<file path="src/hdl/rwlm_pkg.sv">
package rwlm_pkg;

   localparam int NUM_LOCKS   = 16;
   localparam int QUEUE_DEPTH = 8;
   localparam int TAG_BITS    = 8;

   localparam int ACTION_W = 2;
   localparam int LOCK_W   = 4;
   localparam int REQ_W    = 8;
   localparam int STATUS_W = 3;
   localparam int COUNT_W  = 9;
   localparam int CFG_W    = 5;

   localparam int HEAD_W  = (QUEUE_DEPTH > 1) ? $clog2(QUEUE_DEPTH) : 1;
   localparam int FILL_W  = $clog2(QUEUE_DEPTH + 1);
   localparam int SUM_W   = HEAD_W + 1;
   localparam int ENTRY_W = TAG_BITS + 1;
   localparam int STORE_DEPTH = NUM_LOCKS * QUEUE_DEPTH;
   localparam int STORE_AW    = (STORE_DEPTH > 1) ? $clog2(STORE_DEPTH) : 1;

   typedef enum logic [ACTION_W-1:0] {
      ACT_RD_LOCK   = 2'd0,
      ACT_RD_UNLOCK = 2'd1,
      ACT_WR_LOCK   = 2'd2,
      ACT_WR_UNLOCK = 2'd3
   } action_type;

   typedef enum logic [STATUS_W-1:0] {
      ST_GRANTED  = 3'd0,
      ST_QUEUED   = 3'd1,
      ST_RELEASED = 3'd2,
      ST_WOKEN    = 3'd3,
      ST_BAD_LOCK = 3'd4,
      ST_NOT_HELD = 3'd5,
      ST_FULL     = 3'd6
   } status_type;

endpackage

</file>
<file path="src/hdl/rwlm_req_if.sv">
interface rwlm_req_if import rwlm_pkg::*; ();
   logic              valid;
   logic              ready;
   logic [ACTION_W-1:0] action;
   logic [LOCK_W-1:0] lock_id;
   logic [REQ_W-1:0]  requester;

   modport source (output valid, action, lock_id, requester, input ready);
   modport sink   (input valid, action, lock_id, requester, output ready);
endinterface

</file>
<file path="src/hdl/rwlm_rsp_if.sv">
interface rwlm_rsp_if import rwlm_pkg::*; ();
   logic                valid;
   logic                ready;
   logic [STATUS_W-1:0] status;
   logic [LOCK_W-1:0]   result_lock;
   logic [REQ_W-1:0]    result_tag;
   logic                waiter_is_writer;
   logic [COUNT_W-1:0]  readers_now;
   logic                busy_now;
   logic                last;

   modport source (output valid, status, result_lock, result_tag, waiter_is_writer,
                   readers_now, busy_now, last, input ready);
   modport sink   (input valid, status, result_lock, result_tag, waiter_is_writer,
                   readers_now, busy_now, last, output ready);
endinterface

</file>
<file path="src/hdl/reader_writer_lock_manager_top.sv">
// Reader-writer lock manager for 16 locks, each with an 8-deep FIFO of waiters.
// A request is registered on entry and then resolved from that register against
// the per-lock reader count, busy flag and queue pointers, which sit in
// flip-flops; the waiter queues share one RAM. Requests that give one result
// stream through the resolve stage at one per cycle while the result side
// keeps up. An unlock that wakes a waiter gives two results: the release, then
// the woken waiter read from the waiter RAM, and holds the resolve stage until
// the waiter's result is registered. No clearing pass is needed after reset.
module reader_writer_lock_manager_top import rwlm_pkg::*; (
   input  logic             clock,
   input  logic             reset,
   input  logic             csr_wr_en,
   input  logic [CFG_W-1:0] csr_wr_data,
   rwlm_req_if.sink         req_chan,
   rwlm_rsp_if.source       rsp_chan
);

   logic [CFG_W-1:0] locks_ff;

   logic [COUNT_W-1:0] rc_ff   [NUM_LOCKS];
   logic               busy_ff [NUM_LOCKS];
   logic [HEAD_W-1:0]  head_ff [NUM_LOCKS];
   logic [FILL_W-1:0]  fill_ff [NUM_LOCKS];

   logic              in_vld_ff;
   action_type        in_act_ff;
   logic [LOCK_W-1:0] in_lock_ff;
   logic [REQ_W-1:0]  in_tag_ff;

   logic               wk_vld_ff;
   logic [LOCK_W-1:0]  wk_lock_ff;
   logic [COUNT_W-1:0] wk_rc_ff;
   logic               wk_busy_ff;

   logic               rsp_vld_ff;
   status_type         rsp_status_ff;
   logic [LOCK_W-1:0]  rsp_lock_ff;
   logic [REQ_W-1:0]   rsp_tag_ff;
   logic               rsp_wr_ff;
   logic [COUNT_W-1:0] rsp_rc_ff;
   logic               rsp_busy_ff;
   logic               rsp_last_ff;

   logic [ENTRY_W-1:0] ram_rd_data;

   logic out_free, proc_fire, wk_fire, req_fire;

   logic [COUNT_W-1:0] cur_rc;
   logic               cur_busy;
   logic [HEAD_W-1:0]  cur_head;
   logic [FILL_W-1:0]  cur_fill;
   logic               bad_lock;

   logic [COUNT_W-1:0] rc_in;
   logic               busy_in;
   logic [HEAD_W-1:0]  head_in;
   logic [FILL_W-1:0]  fill_in;
   status_type         status_in;
   logic               wake;
   logic               enq_en;
   logic               enq_writer;
   logic [SUM_W-1:0]   tail_sum;
   logic [HEAD_W-1:0]  tail_pos;
   logic [HEAD_W-1:0]  head_next;
   logic [STORE_AW-1:0] wr_addr, rd_addr;

   assign out_free  = !rsp_vld_ff || rsp_chan.ready;
   assign proc_fire = in_vld_ff && !wk_vld_ff && out_free;
   assign wk_fire   = wk_vld_ff && out_free;
   assign req_chan.ready = !in_vld_ff || proc_fire;
   assign req_fire  = req_chan.valid && req_chan.ready;

   assign cur_rc   = rc_ff[in_lock_ff];
   assign cur_busy = busy_ff[in_lock_ff];
   assign cur_head = head_ff[in_lock_ff];
   assign cur_fill = fill_ff[in_lock_ff];
   assign bad_lock = ({1'b0, in_lock_ff} >= locks_ff) || (32'(in_lock_ff) >= NUM_LOCKS);

   assign tail_sum  = SUM_W'(cur_head) + SUM_W'(cur_fill);
   assign tail_pos  = (tail_sum >= SUM_W'(QUEUE_DEPTH)) ?
                      HEAD_W'(tail_sum - SUM_W'(QUEUE_DEPTH)) : HEAD_W'(tail_sum);
   assign head_next = (cur_head == HEAD_W'(QUEUE_DEPTH - 1)) ? '0 : cur_head + 1'b1;
   assign wr_addr   = STORE_AW'(in_lock_ff) * STORE_AW'(QUEUE_DEPTH) + STORE_AW'(tail_pos);
   assign rd_addr   = STORE_AW'(in_lock_ff) * STORE_AW'(QUEUE_DEPTH) + STORE_AW'(cur_head);

   always_comb begin
      logic want_wait;
      want_wait  = 1'b0;
      rc_in      = cur_rc;
      busy_in    = cur_busy;
      head_in    = cur_head;
      fill_in    = cur_fill;
      status_in  = ST_GRANTED;
      wake       = 1'b0;
      enq_writer = 1'b0;
      case (in_act_ff)
         ACT_RD_LOCK: begin
            if ((cur_busy && cur_rc == '0) || cur_rc[COUNT_W-1]) begin
               want_wait = 1'b1;
            end else begin
               rc_in = cur_rc + 1'b1;
               if (cur_rc == '0) begin
                  busy_in = 1'b1;
               end
            end
         end
         ACT_RD_UNLOCK: begin
            if (cur_rc == '0) begin
               status_in = ST_NOT_HELD;
            end else begin
               rc_in     = cur_rc - 1'b1;
               status_in = ST_RELEASED;
               if (cur_rc == COUNT_W'(1)) begin
                  busy_in = 1'b0;
                  wake    = cur_fill != '0;
               end
            end
         end
         ACT_WR_LOCK: begin
            enq_writer = 1'b1;
            if (cur_busy) begin
               want_wait = 1'b1;
            end else begin
               busy_in = 1'b1;
            end
         end
         default: begin
            if (!cur_busy || cur_rc != '0) begin
               status_in = ST_NOT_HELD;
            end else begin
               busy_in   = 1'b0;
               status_in = ST_RELEASED;
               wake      = cur_fill != '0;
            end
         end
      endcase
      enq_en = 1'b0;
      if (want_wait) begin
         if (32'(cur_fill) >= QUEUE_DEPTH) begin
            status_in = ST_FULL;
         end else begin
            status_in = ST_QUEUED;
            fill_in   = cur_fill + 1'b1;
            enq_en    = 1'b1;
         end
      end
      if (wake) begin
         head_in = head_next;
         fill_in = cur_fill - 1'b1;
      end
      if (bad_lock) begin
         status_in = ST_BAD_LOCK;
         enq_en    = 1'b0;
         wake      = 1'b0;
      end
   end

   rwlm_ram #(
      .WIDTH (ENTRY_W),
      .DEPTH (STORE_DEPTH)
   ) u_waiters (
      .clock      (clock),
      .wr_en      (proc_fire && enq_en),
      .wr_addr    (wr_addr),
      .wr_data    ({enq_writer, in_tag_ff[TAG_BITS-1:0]}),
      .rd_en      (proc_fire && wake),
      .rd_addr    (rd_addr),
      .rd_data_ff (ram_rd_data)
   );

   always_ff @(posedge clock) begin
      if (reset) begin
         locks_ff   <= '0;
         in_vld_ff  <= 1'b0;
         wk_vld_ff  <= 1'b0;
         rsp_vld_ff <= 1'b0;
         for (int i = 0; i < NUM_LOCKS; i++) begin
            rc_ff[i]   <= '0;
            busy_ff[i] <= 1'b0;
            head_ff[i] <= '0;
            fill_ff[i] <= '0;
         end
      end else begin
         if (csr_wr_en) begin
            locks_ff <= csr_wr_data;
         end
         if (req_fire) begin
            in_vld_ff <= 1'b1;
         end else if (proc_fire) begin
            in_vld_ff <= 1'b0;
         end
         if (proc_fire && !bad_lock) begin
            rc_ff[in_lock_ff]   <= rc_in;
            busy_ff[in_lock_ff] <= busy_in;
            head_ff[in_lock_ff] <= head_in;
            fill_ff[in_lock_ff] <= fill_in;
         end
         if (proc_fire) begin
            wk_vld_ff <= wake;
         end else if (wk_fire) begin
            wk_vld_ff <= 1'b0;
         end
         if (proc_fire || wk_fire) begin
            rsp_vld_ff <= 1'b1;
         end else if (rsp_chan.ready) begin
            rsp_vld_ff <= 1'b0;
         end
      end
   end

   always_ff @(posedge clock) begin
      if (req_fire) begin
         in_act_ff  <= action_type'(req_chan.action);
         in_lock_ff <= req_chan.lock_id;
         in_tag_ff  <= req_chan.requester;
      end
      if (proc_fire) begin
         wk_lock_ff <= in_lock_ff;
         wk_rc_ff   <= rc_in;
         wk_busy_ff <= busy_in;
         rsp_status_ff <= status_in;
         rsp_lock_ff   <= in_lock_ff;
         rsp_tag_ff    <= in_tag_ff;
         rsp_wr_ff     <= 1'b0;
         rsp_rc_ff     <= bad_lock ? '0 : rc_in;
         rsp_busy_ff   <= bad_lock ? 1'b0 : busy_in;
         rsp_last_ff   <= !wake;
      end else if (wk_fire) begin
         rsp_status_ff <= ST_WOKEN;
         rsp_lock_ff   <= wk_lock_ff;
         rsp_tag_ff    <= REQ_W'(ram_rd_data[TAG_BITS-1:0]);
         rsp_wr_ff     <= ram_rd_data[TAG_BITS];
         rsp_rc_ff     <= wk_rc_ff;
         rsp_busy_ff   <= wk_busy_ff;
         rsp_last_ff   <= 1'b1;
      end
   end

   assign rsp_chan.valid            = rsp_vld_ff;
   assign rsp_chan.status           = rsp_status_ff;
   assign rsp_chan.result_lock      = rsp_lock_ff;
   assign rsp_chan.result_tag       = rsp_tag_ff;
   assign rsp_chan.waiter_is_writer = rsp_wr_ff;
   assign rsp_chan.readers_now      = rsp_rc_ff;
   assign rsp_chan.busy_now         = rsp_busy_ff;
   assign rsp_chan.last             = rsp_last_ff;

   // a non-final result is always a release whose waiter is still to follow
   a_first_has_partner: assert property (@(posedge clock) disable iff (reset)
      rsp_vld_ff && !rsp_last_ff |-> wk_vld_ff)
      else $error("release without pending waiter");

   a_readers_imply_busy: assert property (@(posedge clock) disable iff (reset)
      proc_fire && !bad_lock && cur_rc != '0 |-> cur_busy)
      else $error("readers held while lock not busy");

   a_fill_bound: assert property (@(posedge clock) disable iff (reset)
      proc_fire && !bad_lock |-> 32'(cur_fill) <= QUEUE_DEPTH)
      else $error("wait queue overfilled");

   a_woken_follows: assert property (@(posedge clock) disable iff (reset)
      wk_fire |=> rsp_vld_ff && rsp_last_ff && rsp_status_ff == ST_WOKEN)
      else $error("woken waiter not presented");

endmodule

</file>
<file path="src/hdl/rwlm_ram.sv">
module rwlm_ram #(
   parameter int WIDTH = 8,
   parameter int DEPTH = 16
) (
   input  logic                     clock,
   input  logic                     wr_en,
   input  logic [$clog2(DEPTH)-1:0] wr_addr,
   input  logic [WIDTH-1:0]         wr_data,
   input  logic                     rd_en,
   input  logic [$clog2(DEPTH)-1:0] rd_addr,
   output logic [WIDTH-1:0]         rd_data_ff
);

   logic [WIDTH-1:0] mem_ff [DEPTH];

   always_ff @(posedge clock) begin
      if (wr_en) begin
         mem_ff[wr_addr] <= wr_data;
      end
      if (rd_en) begin
         rd_data_ff <= mem_ff[rd_addr];
      end
   end

endmodule

</file>
<file path="src/flat_wrapper.sv">
// flat-port wrapper written by rule: the top's interface ports become plain ports
module reader_writer_lock_manager_top_flat import rwlm_pkg::*;
  (clock, reset, csr_wr_en, csr_wr_data, req_chan_valid, req_chan_action, req_chan_lock_id, req_chan_requester, req_chan_ready, rsp_chan_valid, rsp_chan_status, rsp_chan_result_lock, rsp_chan_result_tag, rsp_chan_waiter_is_writer, rsp_chan_readers_now, rsp_chan_busy_now, rsp_chan_last, rsp_chan_ready);
  rwlm_req_if req_chan_i ();
  rwlm_rsp_if rsp_chan_i ();
  input  logic clock;
  input  logic reset;
  input  logic csr_wr_en;
  input  logic [CFG_W-1:0] csr_wr_data;
  input wire logic [$bits(req_chan_i.valid)-1:0] req_chan_valid;
  input wire logic [$bits(req_chan_i.action)-1:0] req_chan_action;
  input wire logic [$bits(req_chan_i.lock_id)-1:0] req_chan_lock_id;
  input wire logic [$bits(req_chan_i.requester)-1:0] req_chan_requester;
  output wire logic [$bits(req_chan_i.ready)-1:0] req_chan_ready;
  output wire logic [$bits(rsp_chan_i.valid)-1:0] rsp_chan_valid;
  output wire logic [$bits(rsp_chan_i.status)-1:0] rsp_chan_status;
  output wire logic [$bits(rsp_chan_i.result_lock)-1:0] rsp_chan_result_lock;
  output wire logic [$bits(rsp_chan_i.result_tag)-1:0] rsp_chan_result_tag;
  output wire logic [$bits(rsp_chan_i.waiter_is_writer)-1:0] rsp_chan_waiter_is_writer;
  output wire logic [$bits(rsp_chan_i.readers_now)-1:0] rsp_chan_readers_now;
  output wire logic [$bits(rsp_chan_i.busy_now)-1:0] rsp_chan_busy_now;
  output wire logic [$bits(rsp_chan_i.last)-1:0] rsp_chan_last;
  input wire logic [$bits(rsp_chan_i.ready)-1:0] rsp_chan_ready;
  assign req_chan_i.valid = req_chan_valid;
  assign req_chan_i.action = req_chan_action;
  assign req_chan_i.lock_id = req_chan_lock_id;
  assign req_chan_i.requester = req_chan_requester;
  assign req_chan_ready = req_chan_i.ready;
  assign rsp_chan_valid = rsp_chan_i.valid;
  assign rsp_chan_status = rsp_chan_i.status;
  assign rsp_chan_result_lock = rsp_chan_i.result_lock;
  assign rsp_chan_result_tag = rsp_chan_i.result_tag;
  assign rsp_chan_waiter_is_writer = rsp_chan_i.waiter_is_writer;
  assign rsp_chan_readers_now = rsp_chan_i.readers_now;
  assign rsp_chan_busy_now = rsp_chan_i.busy_now;
  assign rsp_chan_last = rsp_chan_i.last;
  assign rsp_chan_i.ready = rsp_chan_ready;
  reader_writer_lock_manager_top u_core (.clock(clock), .reset(reset), .csr_wr_en(csr_wr_en), .csr_wr_data(csr_wr_data), .req_chan(req_chan_i), .rsp_chan(rsp_chan_i));
endmodule
</file>
<file path="config.mk">
export PLATFORM = sky130hd
export DESIGN_NAME = reader_writer_lock_manager_top_flat
export DESIGN_NICKNAME = d
export VERILOG_FILES = /design/src/hdl/rwlm_pkg.sv /design/src/hdl/rwlm_req_if.sv /design/src/hdl/rwlm_rsp_if.sv /design/src/hdl/reader_writer_lock_manager_top.sv /design/src/hdl/rwlm_ram.sv /design/src/flat_wrapper.sv
export SDC_FILE = /design/constraint.sdc
export NUM_CORES = 2
export LEC_CHECK = 0
export BUFFER_PORTS_ARGS = -buffer_cell sky130_fd_sc_hd__buf_2
export CORE_AREA = 5 5 337 339
export CTS_CLUSTER_DIAMETER = 40
export DETAILED_ROUTE_END_ITERATION = 10
export DIE_AREA = 0 0 342 344
export PLACE_DENSITY = 0.82
export RECOVER_POWER = 100
export SLEW_MARGIN = 0
export SYNTH_ARGS = -nofsm -noshare
export SYNTH_HDL_FRONTEND = slang
export SYNTH_SLANG_ARGS = --single-unit
</file>
<file path="constraint.sdc">
create_clock -name clock -period 14.1 [get_ports clock]
set_clock_uncertainty 0.15 [all_clocks]
set_input_delay 2.82 -clock clock [delete_from_list [all_inputs] [get_ports clock]]
set_output_delay 2.82 -clock clock [all_outputs]
set_load 0.02 [all_outputs]
</file>
## Word-level counts from Yosys, hierarchy flattened

Memories as Yosys holds them, arrays and structs flattened. A register that Yosys moved wholly into a read port is not among the register bits.
Cells that the tools add are included.

- Input bits: 24
- Word-level logic and storage cells: 145
- Memories kept: 5
- Output and inout port bits: 29
- Register bits after elaboration: 63
- Bits in writable memories: 1424

Memory list:

| name | depth | width | read ports | clocked after Yosys merged registers in | wr ports | line | text |
|---|---|---|---|---|---|---|---|
| u_core.u_waiters.mem_ff | 128 | 9 | 1 | 1 | 1 | rwlm_ram.sv:14 | `logic [WIDTH-1:0] mem_ff [DEPTH];` |
| u_core.rc_ff | 16 | 9 | 1 | 1 | 16 | reader_writer_lock_manager_top.sv:20 | `logic [COUNT_W-1:0] rc_ff [NUM_LOCKS];` |
| u_core.fill_ff | 16 | 4 | 1 | 1 | 16 | reader_writer_lock_manager_top.sv:23 | `logic [FILL_W-1:0] fill_ff [NUM_LOCKS];` |
| u_core.head_ff | 16 | 3 | 1 | 1 | 16 | reader_writer_lock_manager_top.sv:22 | `logic [HEAD_W-1:0] head_ff [NUM_LOCKS];` |
| u_core.busy_ff | 16 | 1 | 1 | 1 | 16 | reader_writer_lock_manager_top.sv:21 | `logic busy_ff [NUM_LOCKS];` |

- Order comparisons: 3
- Add/sub/neg operators: 9
- Reductions and logical operators: 31
- Multiplexer cells: 76
- Eq/ne operators: 4

Operator list:

| operator | count |
|---|---|
| 2-to-1 mux 4 bit | 14 |
| 2-to-1 mux 9 bit | 6 |
| 2-to-1 mux 1 bit | 38 |
| 2-to-1 mux 3 bit | 11 |
| one-hot mux 9 bit (2 select lines) | 1 |
| 2-to-1 mux 8 bit | 2 |
| adder 7 x 3 -> 7 bit | 2 |
| adder 9 x 1 -> 9 bit, second input constant | 1 |
| equality test 9 x 1 -> 1 bit, second input constant | 1 |
| zero test 9 bit | 1 |
| nonzero test 9 bit | 1 |
| OR reduction 9 bit | 1 |
| subtractor 9 x 1 -> 9 bit, second input constant | 1 |
| greater-or-equal comparator 4 bit, second input constant | 2 |
| logical AND 1 bit | 8 |
| zero test 1 bit | 6 |
| one-hot mux 3 bit (2 select lines) | 1 |
| nonzero test 2 bit | 3 |
| greater-or-equal comparator 4 x 5 -> 1 bit | 1 |
| logical OR 1 bit | 5 |
| adder 3 x 4 -> 4 bit | 1 |
| adder 4 x 1 -> 4 bit, second input constant | 1 |
| one-hot mux 1 bit (2 select lines) | 2 |
| nonzero test 4 bit | 1 |
| 12 further kinds | 12 |

## Logic depth before layout (Yosys ltp)

- Depth in word-level cells: 10
- Mapped depth: 21
- Mapped depth without buffers: 12

## By module

A second synthesis with hierarchy kept.

- Cells, all modules: 2971
- Area total of the unflattened synthesis: 60184.0 um^2

Modules (own cells, without submodules):

| module | area an instance (um^2) | times used | cells each |
|---|---|---|---|
| rwlm_ram | 44619.0 | 1 | 1816 |
| reader_writer_lock_manager_top | 15564.9 | 1 | 1155 |

## Worst setup path after synthesis

OpenSTA, ideal clock, no wires.

- Kind: input to output
- Start: in rsp_chan_ready
- End: out req_chan_ready
- Required time: 11130 ps
- Cell stages on the path: 3
- Data arrival time: 3275 ps
- Setup slack: 7855 ps
- Path buffers: 0
- Cell sequence: nand2b_1 > nand3b_1 > nand2_1

- Cells in the longest elaborated chain, start to end: 3

RTL lines:

| what | line | text |
|---|---|---|
| start: declaration | flat_wrapper.sv:23 | `input wire logic [$bits(rsp_chan_i.ready)-1:0] rsp_chan_ready;` |
| logical OR 1 bit | reader_writer_lock_manager_top.sv:67 | `assign out_free = !rsp_vld_ff \|\| rsp_chan.ready;` |
| logical AND 1 bit | reader_writer_lock_manager_top.sv:68 | `assign proc_fire = in_vld_ff && !wk_vld_ff && out_free;` |
| logical OR 1 bit | reader_writer_lock_manager_top.sv:70 | `assign req_chan.ready = !in_vld_ff \|\| proc_fire;` |
| end: declaration | flat_wrapper.sv:14 | `output wire logic [$bits(req_chan_i.ready)-1:0] req_chan_ready;` |

Every way passes these cells.

==> metrics.yaml <==
place:
  numPortBuffers: 52
  dpl.hpwl_um: 101000
  dp_slack_ns: 6.45
  place_congestion: 0.922
finish:
  final_cell_mix: "1487 x edfxtp_1, 734 x nand2_1, 443 x nor2_1"
  mostFrequentLayoutCell: "edfxtp_1"
  layout.nets: 4204
  n_fill_cell: 7438
  fin_util: 0.607
  layout-drive-gt1-share: 0.0961
  syn_to_final_growth_pct: 10.8
grt:
  first_global_vias: 37475
  antenna_found_initial: 5
  grt_pass1_wl_um: 247000
  grt_usage: 0.286
  gr-total-overflow: 0
  grt_max_degree: 100
clock_tree:
  cts_buffer_depth: 3
  clk-insertion-delay-late_ns: 0.78
  cts-root-buf: "clkbuf_16"
  cts_made_buffers: 147
  cts.sinks: 1500
  cts_tree: "done"
  cts_resized: 0
  cts_hold_buffers: 0
  clkTransAtPathRegs_ns: 0.06
  cts_setup_buffers: 0
  cts_htree_levels: 4
die:
  ioPinCount: 53
  coreArea_um2: 110000
  row_count: 122
  initial_core_util: 0.547
  die_h_um: 344
  die_x_um: 342
  dieArea_um2: 118000
logic_synthesis:
  ys_ff_latch: 1500
  synth-edff-count: 1487
  synth_top_area_cell: "edfxtp_1"
  ys_async_sr_fraction: 0
  yosys_most_used_dff: "edfxtp_1"
  syn_area_per_cell_um2: 14.6
  yosysSeqAreaShare: 0.745
  netlist_top_cells_area: "edfxtp_1 74%, nand2_1 4.6%, mux2i_1 3.5%"
  yosysWarnings: 0
  synth_cell_types: 80
  syn_inst: 4133
  syn_area_um2: 60300
  yosysTopAreaCellShare: 0.741
  synth_nets: 4169
power_and_ir_drop:
  seqPwrFrac: 0.481
  power_density_nw_per_um2: 155
  ir_worst_vdd_uv: 113
  combPwrFrac: 0.127
  p_clk_frac: 0.391
  power_mw: 10.4
  p_int_mw: 7.61
  leakage_nw: 22.2
  switching_share: 0.267
  switchingPower_mw: 2.77
sta:
  fin_crit_ns: 10.08
  fin_crit_sh: 0.715
  max_slew_margin: -2.07
  fmax_mhz: 99.2
  fin_setup_tns_ns: 0
  rsz0062_at_grt: "false"
  hold_slack_ns: 0.323
  slew_viol_final: 1458
  setup_viol: 0
  fin_ws_ns: 4.02
  hold_viol: 0
  tightest_slew_ns: 4.60
hold_path:
  min_path_type: "register to register"
  min_to: "u_core.rsp_chan.waiter_is_writer"
  whs_path_depth: 2
  worstHoldStart: "u_core.rsp_chan.waiter_is_writer"
setup_path:
  cp-end-kind: "register"
  critical_path_class: "register to register"
  rr_worst_depth: 13
  crit_required_ns: 14.31
  r2r-end: "u_core.u_waiters.mem_ff[67][0]"
  critical_path_arrival_ns: 10.29
  regToRegSetupSlack_ns: 4.02
  worstPathMaxFanout: 52
  startpoint_type: "register"
route:
  drc: 0
  via_per_inst: 6.75
  drt_pass1_iterations: 8
  ant_nets: 0
  vias: 38948
  wire_per_inst_um: 29.6
  totalWireLength_um: 171000
  drt_iter0_markers: 7131
flow_run:
  max-cap-violations: 30
status:
  run_status: "finished with violations"
  violations: "capacitance limit, slew limit"
routing by layer:
metal | up-vias | GRT usage | wire, um
li1 | 15662 | - | -
met1 | 18698 | 0.375 | 55600
met2 | 3851 | 0.431 | 76200
met3 | 729 | 0.0923 | 28000
met4 | 8 | 0.150 | 11200
met5 | - | 0 | 88
kinds of logic after synthesis:
family	Yosys count	share of synthesized area
simple gates	1562	0.109
mux	301	0.0669
fa+ha+maj	12	0.00262
compound gates	458	0.0518
buf+inv	287	0.0215
xor+xnor	13	0.00264
flops	1500	0.745
registers in the layout (all words and copies together), names as in the netlist, 5 cells and up, named ones only:
register                     flops
u_core.rsp_chan.result_tag       8
u_core.wk_rc_ff                  9
u_core.rc_ff                   144
u_core.locks_ff                  5
u_core.u_waiters.mem_ff       1152
u_core.head_ff                  48
u_core.rsp_chan.readers_now      9
u_core.u_waiters.rd_data_ff      9
u_core.in_tag_ff                 8
u_core.fill_ff                  64
u_core.busy_ff                  16
cell usage after synthesis (all sizes together), types with 11 or more instances:
master and instances:
buf 118, a31oi 76, ha 11, a21oi 107, nor2 445, mux4 79, nand3 224, a32o 12
o22ai 58, inv 27, edfxtp 1487, a221oi 14, a32oi 35, a22o 13, nand4 46, dfxtp 13
nor3 15, mux2 12, and3 18, clkbuf 142, mux2i 210, nor4 22, nand2b 21, o21ai 49
nand2 735
critical path: stages (launching register included):
cell and delay (ns):
dfxtp_1 1.15, clkbuf_1 3.02, mux4_2 0.85, mux2_2 0.32, o21ai_0 0.62, ha_1 0.38
and2_0 0.22, nand3_1 0.12, o211ai_2 0.15, nand2_1 0.25, nor2_1 0.28, nand4_1 0.13
clkbuf_1 0.72, nor2_1 1.24
area by class of cell:
type	instances	area (um^2)	share of cell area
timing repair buffer	146	757	0.0113
clock inverter	101	1230	0.0185
inverter	27	116	0.00174
multi-input combinational	2346	14100	0.211
sequential	1500	44900	0.673
tap	1488	1860	0.0279
antenna	1	2.50	0.0000375
clock buffer	165	3770	0.0564
through the flow:
stage,instance area (um^2),instances
final,66800,5774
after detailed placement,62000,5507
after global placement,62000,5507
after CTS,67000,5773
after floorplan,60300,4133
after global routing,66800,5773
worst max path at each step:
stage | startpoint | to | slack [ns]
finish | register | u_core.u_waiters.mem_ff[67][0] | 4.02
global route | register | u_core.u_waiters.mem_ff[1][5] | 3.39
CTS | rsp_chan_ready | u_core.rc_ff[11][4] | 7.21
detailed placement | rsp_chan_ready | u_core.fill_ff[11][1] | 6.45
global placement | rsp_chan_ready | u_core.fill_ff[3][1] | 6.62
floorplan | rsp_chan_ready | req_chan_ready | 7.85
power groups by stage:
stage | Clock [mW] | Sequential [mW] | Combinational, mW
finish | 4.06 | 5.00 | 1.32
global route | 4.24 | 5.00 | 1.36
CTS | 4.06 | 4.98 | 1.28
detailed placement | 0 | 5.08 | 1.27
global placement | 0 | 5.08 | 1.24
floorplan | 0 | 5.10 | 0.789
No activity file was read; power rests on OpenSTA's default activity.
